==> config.mk <==
export PLATFORM = sky130hd
export DESIGN_NAME = key_command_line_parser_top_flat
export DESIGN_NICKNAME = d
export VERILOG_FILES = /design/src/hdl/kclp_pkg.sv /design/src/hdl/kclp_if.sv /design/src/hdl/kclp_inreg.sv /design/src/hdl/kclp_parser.sv /design/src/hdl/kclp_outreg.sv /design/src/hdl/key_command_line_parser_top.sv /design/src/flat_wrapper.sv
export VERILOG_INCLUDE_DIRS = /design/src /design/src/hdl
export SDC_FILE = /design/constraint.sdc
export NUM_CORES = 1
export LEC_CHECK = 0
export BUFFER_PORTS_ARGS = -buffer_cell sky130_fd_sc_hd__buf_2
export CORE_AREA = 2 2 154 269
export CTS_BUF_LIST = sky130_fd_sc_hd__clkbuf_8
export DETAILED_ROUTE_END_ITERATION = 12
export DIE_AREA = 0 0 156 271
export HOLD_SLACK_MARGIN = 0.1
export PLACE_DENSITY = 0.81
export SYNTH_ARGS = -nofsm -noshare
export SYNTH_HDL_FRONTEND = slang
export SYNTH_SLANG_ARGS = --single-unit
export TNS_END_PERCENT = 10
==> constraint.sdc <==
create_clock -name clk -period 50.3 [get_ports clk]
set_input_delay 10.06 -clock clk [delete_from_list [all_inputs] [get_ports clk]]
set_output_delay 10.06 -clock clk [all_outputs]
set_load 0.01 [all_outputs]
==> src/hdl/assert_macros.svh <==
// assertion macros shared by the key command line parser rtl
// needs a clock named clk and an active-low reset named rst_n in scope
`ifndef ASSERT_MACROS_SVH
`define ASSERT_MACROS_SVH

// checked on every clock edge outside reset
`define KCLP_ASSERT(label, prop, msg) \
  label: assert property (@(posedge clk) disable iff (!rst_n) prop) else $error(msg);

// checked on every clock edge, reset included
`define KCLP_ASSERT_ALWAYS(label, prop, msg) \
  label: assert property (@(posedge clk) prop) else $error(msg);

`endif

==> src/hdl/kclp_pkg.sv <==
// package for the key command line parser: character codes, reply codes, parser phases,
// result struct, prefix characters and the hex digit decoder; no dependencies
package kclp_pkg;

  localparam int LINE_CAPACITY = 128;
  localparam int LEN_W         = $clog2(LINE_CAPACITY);
  localparam int PREFIX_LEN    = 5;
  localparam int EUI_DIGITS    = 16;
  localparam int KEY_DIGITS    = 32;
  localparam int CNT_W         = $clog2(KEY_DIGITS + 1);

  // character codes
  localparam logic [7:0] CH_PCT = 8'h25;
  localparam logic [7:0] CH_CR  = 8'h0d;
  localparam logic [7:0] CH_LF  = 8'h0a;
  localparam logic [7:0] CH_BAR = 8'h7c;
  localparam logic [7:0] CH_EQ  = 8'h3d;
  localparam logic [7:0] CH_A   = 8'h41;
  localparam logic [7:0] CH_C   = 8'h43;
  localparam logic [7:0] CH_D   = 8'h44;
  localparam logic [7:0] CH_M   = 8'h4d;
  localparam logic [7:0] CH_T   = 8'h54;
  localparam logic [7:0] CH_1   = 8'h31;

  // reply codes
  localparam logic RESP_OK    = 1'b0;
  localparam logic RESP_ERROR = 1'b1;

  typedef enum logic [3:0] {
    PH_START,
    PH_PREFIX,
    PH_A,
    PH_AT,
    PH_F1,
    PH_F2,
    PH_F3,
    PH_BAD,
    PH_OTHER
  } phase_t;

  typedef struct packed {
    logic        response;
    logic        is_configured;
    logic [63:0] app_eui;
    logic [63:0] dev_eui;
    logic [63:0] app_key_high;
    logic [63:0] app_key_low;
  } res_t;

  // characters of the key command prefix "CMD1="
  function automatic logic [7:0] prefix_char(input logic [2:0] idx);
    logic [7:0] ch;
    unique case (idx)
      3'd0:    ch = CH_C;
      3'd1:    ch = CH_M;
      3'd2:    ch = CH_D;
      3'd3:    ch = CH_1;
      3'd4:    ch = CH_EQ;
      default: ch = 8'h00;
    endcase
    return ch;
  endfunction

  // hex digit decode: bit 4 flags a valid digit, low nibble is its value
  function automatic logic [4:0] hex_decode(input logic [7:0] ch);
    logic [4:0] d;
    if (ch >= 8'h30 && ch <= 8'h39) begin
      d = {1'b1, ch[3:0]};
    end else if ((ch >= 8'h61 && ch <= 8'h66) || (ch >= 8'h41 && ch <= 8'h46)) begin
      d = {1'b1, ch[3:0] + 4'd9};
    end else begin
      d = 5'b0;
    end
    return d;
  endfunction

endpackage

==> src/hdl/kclp_if.sv <==
// valid/ready channel interfaces of the key command line parser
// byte channel in and reply channel out; no dependencies
interface kclp_in_if;
  logic       valid;
  logic       ready;
  logic [7:0] rx_byte;

  modport source (output valid, output rx_byte, input ready);
  modport sink   (input valid, input rx_byte, output ready);
endinterface

interface kclp_out_if;
  logic        valid;
  logic        ready;
  logic        response;
  logic        is_configured;
  logic [63:0] app_eui;
  logic [63:0] dev_eui;
  logic [63:0] app_key_high;
  logic [63:0] app_key_low;

  modport source (output valid, output response, output is_configured, output app_eui,
                  output dev_eui, output app_key_high, output app_key_low, input ready);
  modport sink   (input valid, input response, input is_configured, input app_eui,
                  input dev_eui, input app_key_high, input app_key_low, output ready);
endinterface

==> src/hdl/kclp_inreg.sv <==
// input byte register of the key command line parser
// depends on kclp_if for the input channel
module kclp_inreg (
  input  logic       clk,
  input  logic       rst_n,
  kclp_in_if.sink    in_ch,
  input  logic       consume,
  output logic       byte_valid,
  output logic [7:0] byte_data
);

  logic       valid_r, valid_nxt;
  logic [7:0] byte_r;
  logic       load;

  // take a new byte whenever the register is empty or being drained
  assign in_ch.ready = !valid_r || consume;
  assign load        = in_ch.valid && in_ch.ready;

  always_comb begin
    if (load) begin
      valid_nxt = 1'b1;
    end else if (consume) begin
      valid_nxt = 1'b0;
    end else begin
      valid_nxt = valid_r;
    end
  end

  always_ff @(posedge clk) begin
    if (!rst_n) begin
      valid_r <= 1'b0;
    end else begin
      valid_r <= valid_nxt;
    end
  end

  always_ff @(posedge clk) begin
    if (load) begin
      byte_r <= in_ch.rx_byte;
    end
  end

  assign byte_valid = valid_r;
  assign byte_data  = byte_r;

endmodule

==> src/hdl/kclp_parser.sv <==
// line parser state and key stores of the key command line parser
// depends on kclp_pkg for phases, character codes and the result struct
module kclp_parser (
  input  logic          clk,
  input  logic          rst_n,
  input  logic          fire,
  input  logic [7:0]    byte_data,
  output logic          res_valid,
  output kclp_pkg::res_t res,
  output logic          configured
);
  import kclp_pkg::*;

  localparam logic [LEN_W-1:0] LEN_LAST   = LEN_W'(LINE_CAPACITY - 1);
  localparam logic [LEN_W-1:0] PREFIX_END = LEN_W'(PREFIX_LEN - 1);
  localparam logic [LEN_W-1:0] PREFIX_TOP = LEN_W'(PREFIX_LEN);
  localparam logic [CNT_W-1:0] EUI_CNT    = CNT_W'(EUI_DIGITS);
  localparam logic [CNT_W-1:0] KEY_CNT    = CNT_W'(KEY_DIGITS);

  logic             in_status_r, in_status_nxt;
  logic             after_return_r, after_return_nxt;
  logic [LEN_W-1:0] line_len_r, line_len_nxt;
  phase_t           phase_r, phase_nxt;
  logic [CNT_W-1:0] count_r, count_nxt;
  logic [127:0]     shadow_r, shadow_nxt;
  logic [63:0]      app_eui_r, app_eui_nxt;
  logic [63:0]      dev_eui_r, dev_eui_nxt;
  logic [127:0]     key_r, key_nxt;
  logic             cfg_r, cfg_nxt;

  logic             skip_lf;
  logic             ok;
  logic [4:0]       hex;
  logic [CNT_W-1:0] limit;
  logic             digit_ok;

  assign skip_lf  = after_return_r && (byte_data == CH_LF);
  assign hex      = hex_decode(byte_data);
  assign limit    = (phase_r == PH_F3) ? KEY_CNT : EUI_CNT;
  assign digit_ok = hex[4] && (count_r < limit);

  // next state for one received byte
  always_comb begin
    in_status_nxt    = in_status_r;
    after_return_nxt = after_return_r;
    line_len_nxt     = line_len_r;
    phase_nxt        = phase_r;
    count_nxt        = count_r;
    shadow_nxt       = shadow_r;
    app_eui_nxt      = app_eui_r;
    dev_eui_nxt      = dev_eui_r;
    key_nxt          = key_r;
    cfg_nxt          = cfg_r;
    res_valid        = 1'b0;
    ok               = 1'b0;

    if (fire) begin
      after_return_nxt = 1'b0;
      if (!skip_lf) begin
        if (byte_data == CH_PCT) begin
          in_status_nxt = !in_status_r;
        end else if (!in_status_r) begin
          if (byte_data != CH_CR) begin
            // ordinary character, kept while the line has room
            if (line_len_r < LEN_LAST) begin
              line_len_nxt = line_len_r + 1'b1;
              unique case (phase_r)
                PH_START: begin
                  if (byte_data == CH_C) begin
                    phase_nxt = PH_PREFIX;
                  end else if (byte_data == CH_A) begin
                    phase_nxt = PH_A;
                  end else begin
                    phase_nxt = PH_OTHER;
                  end
                end
                PH_PREFIX: begin
                  if (line_len_r < PREFIX_TOP && byte_data == prefix_char(line_len_r[2:0])) begin
                    if (line_len_r == PREFIX_END) begin
                      phase_nxt  = PH_F1;
                      count_nxt  = '0;
                      shadow_nxt = '0;
                    end
                  end else begin
                    phase_nxt = PH_OTHER;
                  end
                end
                PH_A: begin
                  phase_nxt = (byte_data == CH_T) ? PH_AT : PH_OTHER;
                end
                PH_AT: begin
                  phase_nxt = PH_OTHER;
                end
                PH_F1, PH_F2, PH_F3: begin
                  if (byte_data == CH_BAR && phase_r != PH_F3) begin
                    // separator closes an identifier field
                    if (count_r == EUI_CNT) begin
                      if (phase_r == PH_F1) begin
                        app_eui_nxt = shadow_r[63:0];
                        phase_nxt   = PH_F2;
                      end else begin
                        dev_eui_nxt = shadow_r[63:0];
                        phase_nxt   = PH_F3;
                      end
                      count_nxt  = '0;
                      shadow_nxt = '0;
                    end else begin
                      phase_nxt = PH_BAD;
                    end
                  end else if (digit_ok) begin
                    shadow_nxt = {shadow_r[123:0], hex[3:0]};
                    count_nxt  = count_r + 1'b1;
                  end else begin
                    phase_nxt = PH_BAD;
                  end
                end
                PH_BAD, PH_OTHER: begin
                  phase_nxt = phase_r;
                end
                default: begin
                  phase_nxt = phase_r;
                end
              endcase
            end
          end else begin
            // carriage return ends the line
            after_return_nxt = 1'b1;
            if (line_len_r != '0) begin
              if (phase_r == PH_AT) begin
                ok = 1'b1;
              end else if (phase_r == PH_F3 && count_r == KEY_CNT) begin
                key_nxt = shadow_r;
                cfg_nxt = 1'b1;
                ok      = 1'b1;
              end
              res_valid = 1'b1;
            end
            line_len_nxt = '0;
            phase_nxt    = PH_START;
            count_nxt    = '0;
            shadow_nxt   = '0;
          end
        end
      end
    end
  end

  // reply built from the updated stores
  always_comb begin
    res.response      = ok ? RESP_OK : RESP_ERROR;
    res.is_configured = cfg_nxt;
    res.app_eui       = app_eui_nxt;
    res.dev_eui       = dev_eui_nxt;
    res.app_key_high  = key_nxt[127:64];
    res.app_key_low   = key_nxt[63:0];
  end

  always_ff @(posedge clk) begin
    if (!rst_n) begin
      in_status_r    <= 1'b0;
      after_return_r <= 1'b0;
      line_len_r     <= '0;
      phase_r        <= PH_START;
      count_r        <= '0;
      shadow_r       <= '0;
      app_eui_r      <= '0;
      dev_eui_r      <= '0;
      key_r          <= '0;
      cfg_r          <= 1'b0;
    end else begin
      in_status_r    <= in_status_nxt;
      after_return_r <= after_return_nxt;
      line_len_r     <= line_len_nxt;
      phase_r        <= phase_nxt;
      count_r        <= count_nxt;
      shadow_r       <= shadow_nxt;
      app_eui_r      <= app_eui_nxt;
      dev_eui_r      <= dev_eui_nxt;
      key_r          <= key_nxt;
      cfg_r          <= cfg_nxt;
    end
  end

  assign configured = cfg_r;

endmodule

==> src/hdl/kclp_outreg.sv <==
// reply output register of the key command line parser
// depends on kclp_pkg for the result struct and kclp_if for the channel
module kclp_outreg (
  input  logic           clk,
  input  logic           rst_n,
  input  logic           load,
  input  kclp_pkg::res_t res,
  output logic           room,
  kclp_out_if.source     out_ch
);
  import kclp_pkg::*;

  logic valid_r, valid_nxt;
  res_t data_r;

  // slot is free when empty or when the held reply leaves this cycle
  assign room = !valid_r || out_ch.ready;

  always_comb begin
    if (load) begin
      valid_nxt = 1'b1;
    end else if (out_ch.ready) begin
      valid_nxt = 1'b0;
    end else begin
      valid_nxt = valid_r;
    end
  end

  always_ff @(posedge clk) begin
    if (!rst_n) begin
      valid_r <= 1'b0;
    end else begin
      valid_r <= valid_nxt;
    end
  end

  always_ff @(posedge clk) begin
    if (load) begin
      data_r <= res;
    end
  end

  assign out_ch.valid         = valid_r;
  assign out_ch.response      = data_r.response;
  assign out_ch.is_configured = data_r.is_configured;
  assign out_ch.app_eui       = data_r.app_eui;
  assign out_ch.dev_eui       = data_r.dev_eui;
  assign out_ch.app_key_high  = data_r.app_key_high;
  assign out_ch.app_key_low   = data_r.app_key_low;

endmodule

==> src/hdl/key_command_line_parser_top.sv <==
// A reply is loaded into the reply register when the carriage return that ends its line is parsed.
// Throughput: one byte per cycle; the byte register and the reply register
// each hold one item, so a byte moves on every cycle the reply slot is free.
// A waiting reply stalls the parser; the byte register keeps taking one more byte meanwhile.
// Reset (synchronous, rst_n low) clears the parser state, the stored keys and the
// configured flag, and empties both registers; no clearing pass follows.
`include "assert_macros.svh"

module key_command_line_parser_top (
  input  logic        clk,
  input  logic        rst_n,
  kclp_in_if.sink     in_ch,
  kclp_out_if.source  out_ch
);
  import kclp_pkg::*;

  logic       byte_valid;
  logic [7:0] byte_data;
  logic       room;
  logic       fire;
  logic       res_valid;
  logic       configured;
  res_t       res;

  // a byte is parsed when present and the reply slot is free, whether or not it makes a reply
  assign fire = byte_valid && room;

  kclp_inreg u_inreg (
    .clk        (clk),
    .rst_n      (rst_n),
    .in_ch      (in_ch),
    .consume    (fire),
    .byte_valid (byte_valid),
    .byte_data  (byte_data)
  );

  kclp_parser u_parser (
    .clk        (clk),
    .rst_n      (rst_n),
    .fire       (fire),
    .byte_data  (byte_data),
    .res_valid  (res_valid),
    .res        (res),
    .configured (configured)
  );

  kclp_outreg u_outreg (
    .clk    (clk),
    .rst_n  (rst_n),
    .load   (fire && res_valid),
    .res    (res),
    .room   (room),
    .out_ch (out_ch)
  );

  // checks
  `KCLP_ASSERT(a_cfg_sticky, configured |=> configured, "configured flag dropped")
  `KCLP_ASSERT(a_reply_src, $rose(out_ch.valid) |-> $past(fire && res_valid), "stray reply")
  `KCLP_ASSERT(a_no_overwrite, (out_ch.valid && !out_ch.ready) |-> !fire, "fire under stall")
  `KCLP_ASSERT_ALWAYS(a_reset_empty, !rst_n |=> !out_ch.valid, "reply valid right after reset")

endmodule

==> src/flat_wrapper.sv <==
// flat-port wrapper written by rule: the top's interface ports become plain ports
module key_command_line_parser_top_flat import kclp_pkg::*;
  (clk, rst_n, in_ch_valid, in_ch_rx_byte, in_ch_ready, out_ch_valid, out_ch_response, out_ch_is_configured, out_ch_app_eui, out_ch_dev_eui, out_ch_app_key_high, out_ch_app_key_low, out_ch_ready);
  kclp_in_if in_ch_i ();
  kclp_out_if out_ch_i ();
  input  logic clk;
  input  logic rst_n;
  input wire logic [$bits(in_ch_i.valid)-1:0] in_ch_valid;
  input wire logic [$bits(in_ch_i.rx_byte)-1:0] in_ch_rx_byte;
  output wire logic [$bits(in_ch_i.ready)-1:0] in_ch_ready;
  output wire logic [$bits(out_ch_i.valid)-1:0] out_ch_valid;
  output wire logic [$bits(out_ch_i.response)-1:0] out_ch_response;
  output wire logic [$bits(out_ch_i.is_configured)-1:0] out_ch_is_configured;
  output wire logic [$bits(out_ch_i.app_eui)-1:0] out_ch_app_eui;
  output wire logic [$bits(out_ch_i.dev_eui)-1:0] out_ch_dev_eui;
  output wire logic [$bits(out_ch_i.app_key_high)-1:0] out_ch_app_key_high;
  output wire logic [$bits(out_ch_i.app_key_low)-1:0] out_ch_app_key_low;
  input wire logic [$bits(out_ch_i.ready)-1:0] out_ch_ready;
  assign in_ch_i.valid = in_ch_valid;
  assign in_ch_i.rx_byte = in_ch_rx_byte;
  assign in_ch_ready = in_ch_i.ready;
  assign out_ch_valid = out_ch_i.valid;
  assign out_ch_response = out_ch_i.response;
  assign out_ch_is_configured = out_ch_i.is_configured;
  assign out_ch_app_eui = out_ch_i.app_eui;
  assign out_ch_dev_eui = out_ch_i.dev_eui;
  assign out_ch_app_key_high = out_ch_i.app_key_high;
  assign out_ch_app_key_low = out_ch_i.app_key_low;
  assign out_ch_i.ready = out_ch_ready;
  key_command_line_parser_top u_core (.clk(clk), .rst_n(rst_n), .in_ch(in_ch_i), .out_ch(out_ch_i));
endmodule
* Word-level counts from Yosys, hierarchy flattened *
Index checks and enable logic that the tools add are counted.

word-level totals
  register bits after elaboration = 672
  bits of input ports = 12

cells by class
  add/subtract/negate cells = 3
  order comparisons = 9
  equality and inequality tests = 31
  mux-type cells = 100
  bitwise gates (word level) = 3
  reductions and logical operators = 27

operators with widths
  kind                                                                                 count
  128-bit two-way mux                                                                  15
  64-bit two-way mux                                                                   20
  128-bit one-hot mux with 2 select lines                                              1
  8-bit two-way mux                                                                    7
  6-bit two-way mux                                                                    8
  4-bit two-way mux                                                                    10
  7-bit one-hot mux with 5 select lines                                                1
  8-bit by 7-bit equality test with 1-bit output, second input constant                4
  1-bit two-way mux                                                                    31
  4-bit one-hot mux with 5 select lines                                                1
  8-bit by 7-bit greater-or-equal comparator with 1-bit output, second input constant  2
  8-bit by 7-bit <= comparator with 1-bit output, second input constant                2
  4-bit inequality test, second input constant                                         4
  7-bit two-way mux                                                                    2
  4-bit by 3-bit equality test with 1-bit output, second input constant                3
  6-bit one-hot mux with 2 select lines                                                1
  1-bit logical AND                                                                    11
  5-bit two-way mux                                                                    2
  10-bit AND reduction                                                                 1
  4-bit by 2-bit equality test with 1-bit output, second input constant                2
  8-bit by 4-bit equality test with 1-bit output, second input constant                1
  8-bit by 6-bit equality test with 1-bit output, second input constant                1
  8-bit equality test                                                                  1
  8-bit by 6-bit greater-or-equal comparator with 1-bit output, second input constant  1
  32 further kinds                                                                     41

* Longest topological paths before layout *
  word-level depth = 15
  mapped depth = 10
  gate-level depth less buffers = 8

* Cells and area by module *
A second synthesis with hierarchy kept.

second synthesis, totals
  cells, all modules = 1,906
  area total of the unflattened synthesis = 23,565.1 um^2

by module, submodules not included
  module                       times used  cells each  area each (um^2)  seq. area each (um^2)
  kclp_parser                  1           1,629       15,458.6          8,087.8
  kclp_outreg                  1           262         7,796.2           7,767.4
  kclp_inreg                   1           13          297.8             260.2
  key_command_line_parser_top  1           2           12.5              0.0

* Least setup slack after synthesis *
OpenSTA, ideal clock, no wires.

  path type = input port to flip-flop
  start point = in out_ch_ready
  end point = reg u_core.u_parser.key_r[100]
  library setup time = 70 ps
  data arrival time = 38,421 ps
  slack = 11,808 ps
  stages = 8
  path buffers = 2
  path through = nand2b_1 -> o211ai_1 -> nor4_1 -> and4_1 -> buf_2 -> buf_2 -> nand2_1 -> a21oi_1

on the way
  word-level cells in the longest chain between the ends = 3

RTL lines
  element               RTL line                           source
  from (decl)           flat_wrapper.sv:18                 input wire logic [$bits(out_ch_i.ready)-1:0] out_ch_ready;
  1-bit logical OR      kclp_outreg.sv:17                  assign room = !valid_r || out_ch.ready;
  1-bit logical AND     key_command_line_parser_top.sv:26  assign fire = byte_valid && room;
  128-bit two-way mux   kclp_parser.sv:57                  if (fire) begin
  to (signal assigned)  kclp_parser.sv:179                 key_r <= key_nxt;
  to (decl)             kclp_parser.sv:28                  logic [127:0] key_r, key_nxt;

No other way between the ends.
A chain may end at the register's enable or synchronous reset.

* Worst setup path after layout *
  start point = in out_ch_ready
  end point = out in_ch_ready

on the way
  word-level cells in the longest chain between the ends = 3

RTL lines
  element            RTL line                           source
  1-bit logical OR   kclp_outreg.sv:17
  1-bit logical AND  key_command_line_parser_top.sv:26
  1-bit logical OR   kclp_inreg.sv:17                   assign in_ch.ready = !valid_r || consume;
  to (decl)          flat_wrapper.sv:10                 output wire logic [$bits(in_ch_i.ready)-1:0] in_ch_ready;

No other way between the ends.

==> out/results.ini <==
[route]
finalWirelength_mm = 52.6
drtAntennaViolNets = 0
vias_per_cell = 5.56
first_iter_violations = 925
dr.pass1.iters = 5
route.detailed.drc = 0
vias = 15527
wire_per_inst_um = 18.8

[synth]
syn_inst = 1954
yosys_warnings = 0
synth_most_common_cell = nand2_1
yosysTopAreaCellShare_pct = 34.1
ys.flop_type = dfxtp_1
synth_async_sr_flop_share_pct = 0
synth_nets = 1978
ys_top_cells_by_count = nand2_1, dfxtp_1, edfxtp_1
ys_ff_latch = 672
synth_area_per_cell_sq_um = 12.2
synth_edf_count = 266
yosysUniqueCellTypes = 65
ys_seq_area_share_pct = 67.6
synth_area_leader_cell = dfxtp_1
synthTopCellsByArea = dfxtp_1, edfxtp_1, nand2_1, mux2_2, a22o_1
netlist_area_sq_mm = 0.0238

[worst_setup_path]
path_max_fanout = 3
r2r_cells = 7
arrival_ps = 10580
cp-endpoint = in_ch_ready
r2r-end = u_core.u_parser.shadow_r[6]
r2r-start = u_core.u_inreg.byte_data[4]
setup.worst_path.start_class = input pin
ff2ff_setup_slack_ps = 45790
required_ps = 40240
end_kind = primary output
cp-startpoint = out_ch_ready
criticalPathCategory = input pin to primary output

[floorplanning]
coreArea_sq_mm = 0.0399
die_w_um = 156
die-area_sq_mm = 0.0423
start_util_pct = 59.7
dieHeight_um = 271
rows = 97
io_pins = 272

[flow_run]
maxCapViolCount = 0

[final_layout]
fin_area_sq_mm = 0.0274
regArea_sq_mm = 0.0161
drive_gt1_share_pct = 24.5
fillerInstances = 2826
syn_to_final_growth_pct = 14.8
multi_input_area_sq_mm = 0.00718
fin_cells = 2795
nets = 2245

[sta]
fin_crit_ps = 20640
slew_viol_final = 0
worst_pin_slew_ps = 1240
hold_viol = 0
worst_slew_margin_rel_pct = 17.1
period_share_pct = 41.0
fmax_mhz = 48.5
tns_ps = 0
fin_ws_ps = 29660
setup_viol = 0
fin_skew_ps = 23.4
rsz0062_at_grt = false

[power_and_ir_drop]
peakVddDrop_uv = 32.4
p_per_area_mw_per_mm2 = 36.5
power_leakage_nw = 10.4

[clock_tree]
cts-root-buf = clkbuf_8
cts_buffers = 90
cts_resized = 0
cts_tree = built
clk_latency_ps = 670
h-tree-depth = 3
cts_setup_buffers = 0
path_clk_slew_ps = 60
cts_buffer_depth = 3
holdBufCountCts = 0
cts.sinks = 672

[hold_path]
hold_class = flop to flop

[global_route]
antenna_found_initial = 2
grt-ovfl-total = 0
grt_pass1_wl_mm = 81.9
first_global_vias = 15782
grtUsageTotal_pct = 24.7
grt_max_degree = 188

[placed_design]
gp_congestion = 0.902
dpl_worst_slack_ps = 29660
dp.final_hpwl_mm = 32.7
placed_area_sq_mm = 0.0255
portBuffers = 271
dp_cells = 2624

[run_status]
status = finished clean

## stage by stage
step | utilization [%] | hold slack (ps) | total power [mW]
6_report | 68.5 | 460 | 0.999
5_1_grt | 68.5 | 474 | 1.03
4_1_cts | 68.5 | 461 | 1.01
3_5_place_dp | 63.7 | 452 | 0.588
3_3_place_gp | 63.7 | 446 | 0.588
2_1_floorplan | - | 437 | 0.584
## registers in the layout (all words and copies together) (netlist names), 4 cells and up
register                             flops
u_core.u_parser.shadow_r               128
u_core.u_parser.line_len_r               7
u_core.u_parser.app_eui_r               64
u_core.u_parser.phase_r                  4
u_core.u_outreg.out_ch.app_key_low      64
u_core.u_parser.key_r                  128
u_core.u_parser.dev_eui_r               64
u_core.u_outreg.out_ch.dev_eui          64
u_core.u_inreg.byte_data                 8
u_core.u_outreg.out_ch.app_key_high     64
u_core.u_parser.count_r                  6
u_core.u_outreg.out_ch.app_eui          64
## logic make-up after synthesis
group	after synthesis	synth area share [%]
mux	162	7.48
buf+inv	124	2.44
fa+ha+maj	12	0.630
xor+xnor	11	0.404
flops	672	67.6
simple gates	687	13.3
compound gates	286	8.12
## report_power, final
group	total (mW)	internal, mW	switching (mW)
registers	0.564	0.562	0.00176
clock network	0.422	0.222	0.201
logic	0.0124	0.00308	0.00932
total	0.999	0.787	0.212
## per-layer routing
metal	vias to the layer above	track usage (%)	share of wire, %
met5	-	0	0
met4	0	13.6	4.4
met3	132	5.64	5.5
met2	450	45.0	54
met1	7571	26.1	36
li1	7374	-	-
## worst min path at each step
stage | startpoint | endpoint | slack [ps] | depth (start not counted)
after floorplan | u_core.u_parser.after_return_r | u_core.u_parser.after_return_r | 440 | 2
after global placement | u_core.u_parser.key_r[19] | u_core.u_parser.key_r[19] | 450 | 2
after detailed placement | u_core.u_parser.key_r[66] | u_core.u_parser.key_r[66] | 450 | 2
after CTS | u_core.u_parser.key_r[53] | u_core.u_parser.key_r[53] | 460 | 2
after global routing | u_core.u_parser.key_r[20] | u_core.u_parser.key_r[20] | 470 | 2
final | u_core.u_parser.key_r[59] | u_core.u_parser.key_r[59] | 460 | 2
## cells in the final DEF (no fill, tap or decap), drive strengths merged, types with 2 or more instances in the layout
cell type | Yosys | final
nor3b | 5 | 5
clkinv | 0 | 19
dfxtp | 406 | 406
xor2 | 5 | 5
a211oi | 3 | 3
bufinv | 0 | 5
and3 | 2 | 2
nor2 | 26 | 26
or4 | 5 | 5
and2 | 132 | 132
o211ai | 4 | 4
nor4 | 5 | 5
a21boi | 2 | 2
nor2b | 4 | 4
or2 | 6 | 6
mux2 | 128 | 128
a31oi | 3 | 3
clkbuf | 71 | 107
diode | 0 | 2
edfxtp | 266 | 266
a21oi | 140 | 140
nand3b | 3 | 3
inv | 13 | 50
a211o | 3 | 3
a2111oi | 5 | 5
nand2 | 436 | 436
a22o | 102 | 102
xnor2 | 6 | 6
or3b | 2 | 2
nor3 | 5 | 5
nand2b | 6 | 6
nand3 | 36 | 36
mux2i | 34 | 34
o21ai | 10 | 10
buf | 40 | 286
nand4 | 3 | 3
ha | 12 | 12
or3 | 6 | 6
## worst max-delay path, cell delays in order
cell and delay, ps:
buf_2 100, nor2b_1 180, nand2_1 90, buf_2 150
## area by class of cell
cell class              count  share of cell area, %
clock inverters            62                   1.55
multi-input cells        1158                   26.3
diodes                      2                 0.0183
repair buffers            286                   5.43
flip-flops and latches    672                   58.9
clock buffers             107                   5.38
inverters                  13                  0.188
well taps                 495                   2.26
Power figures use the tool's default switching activity.
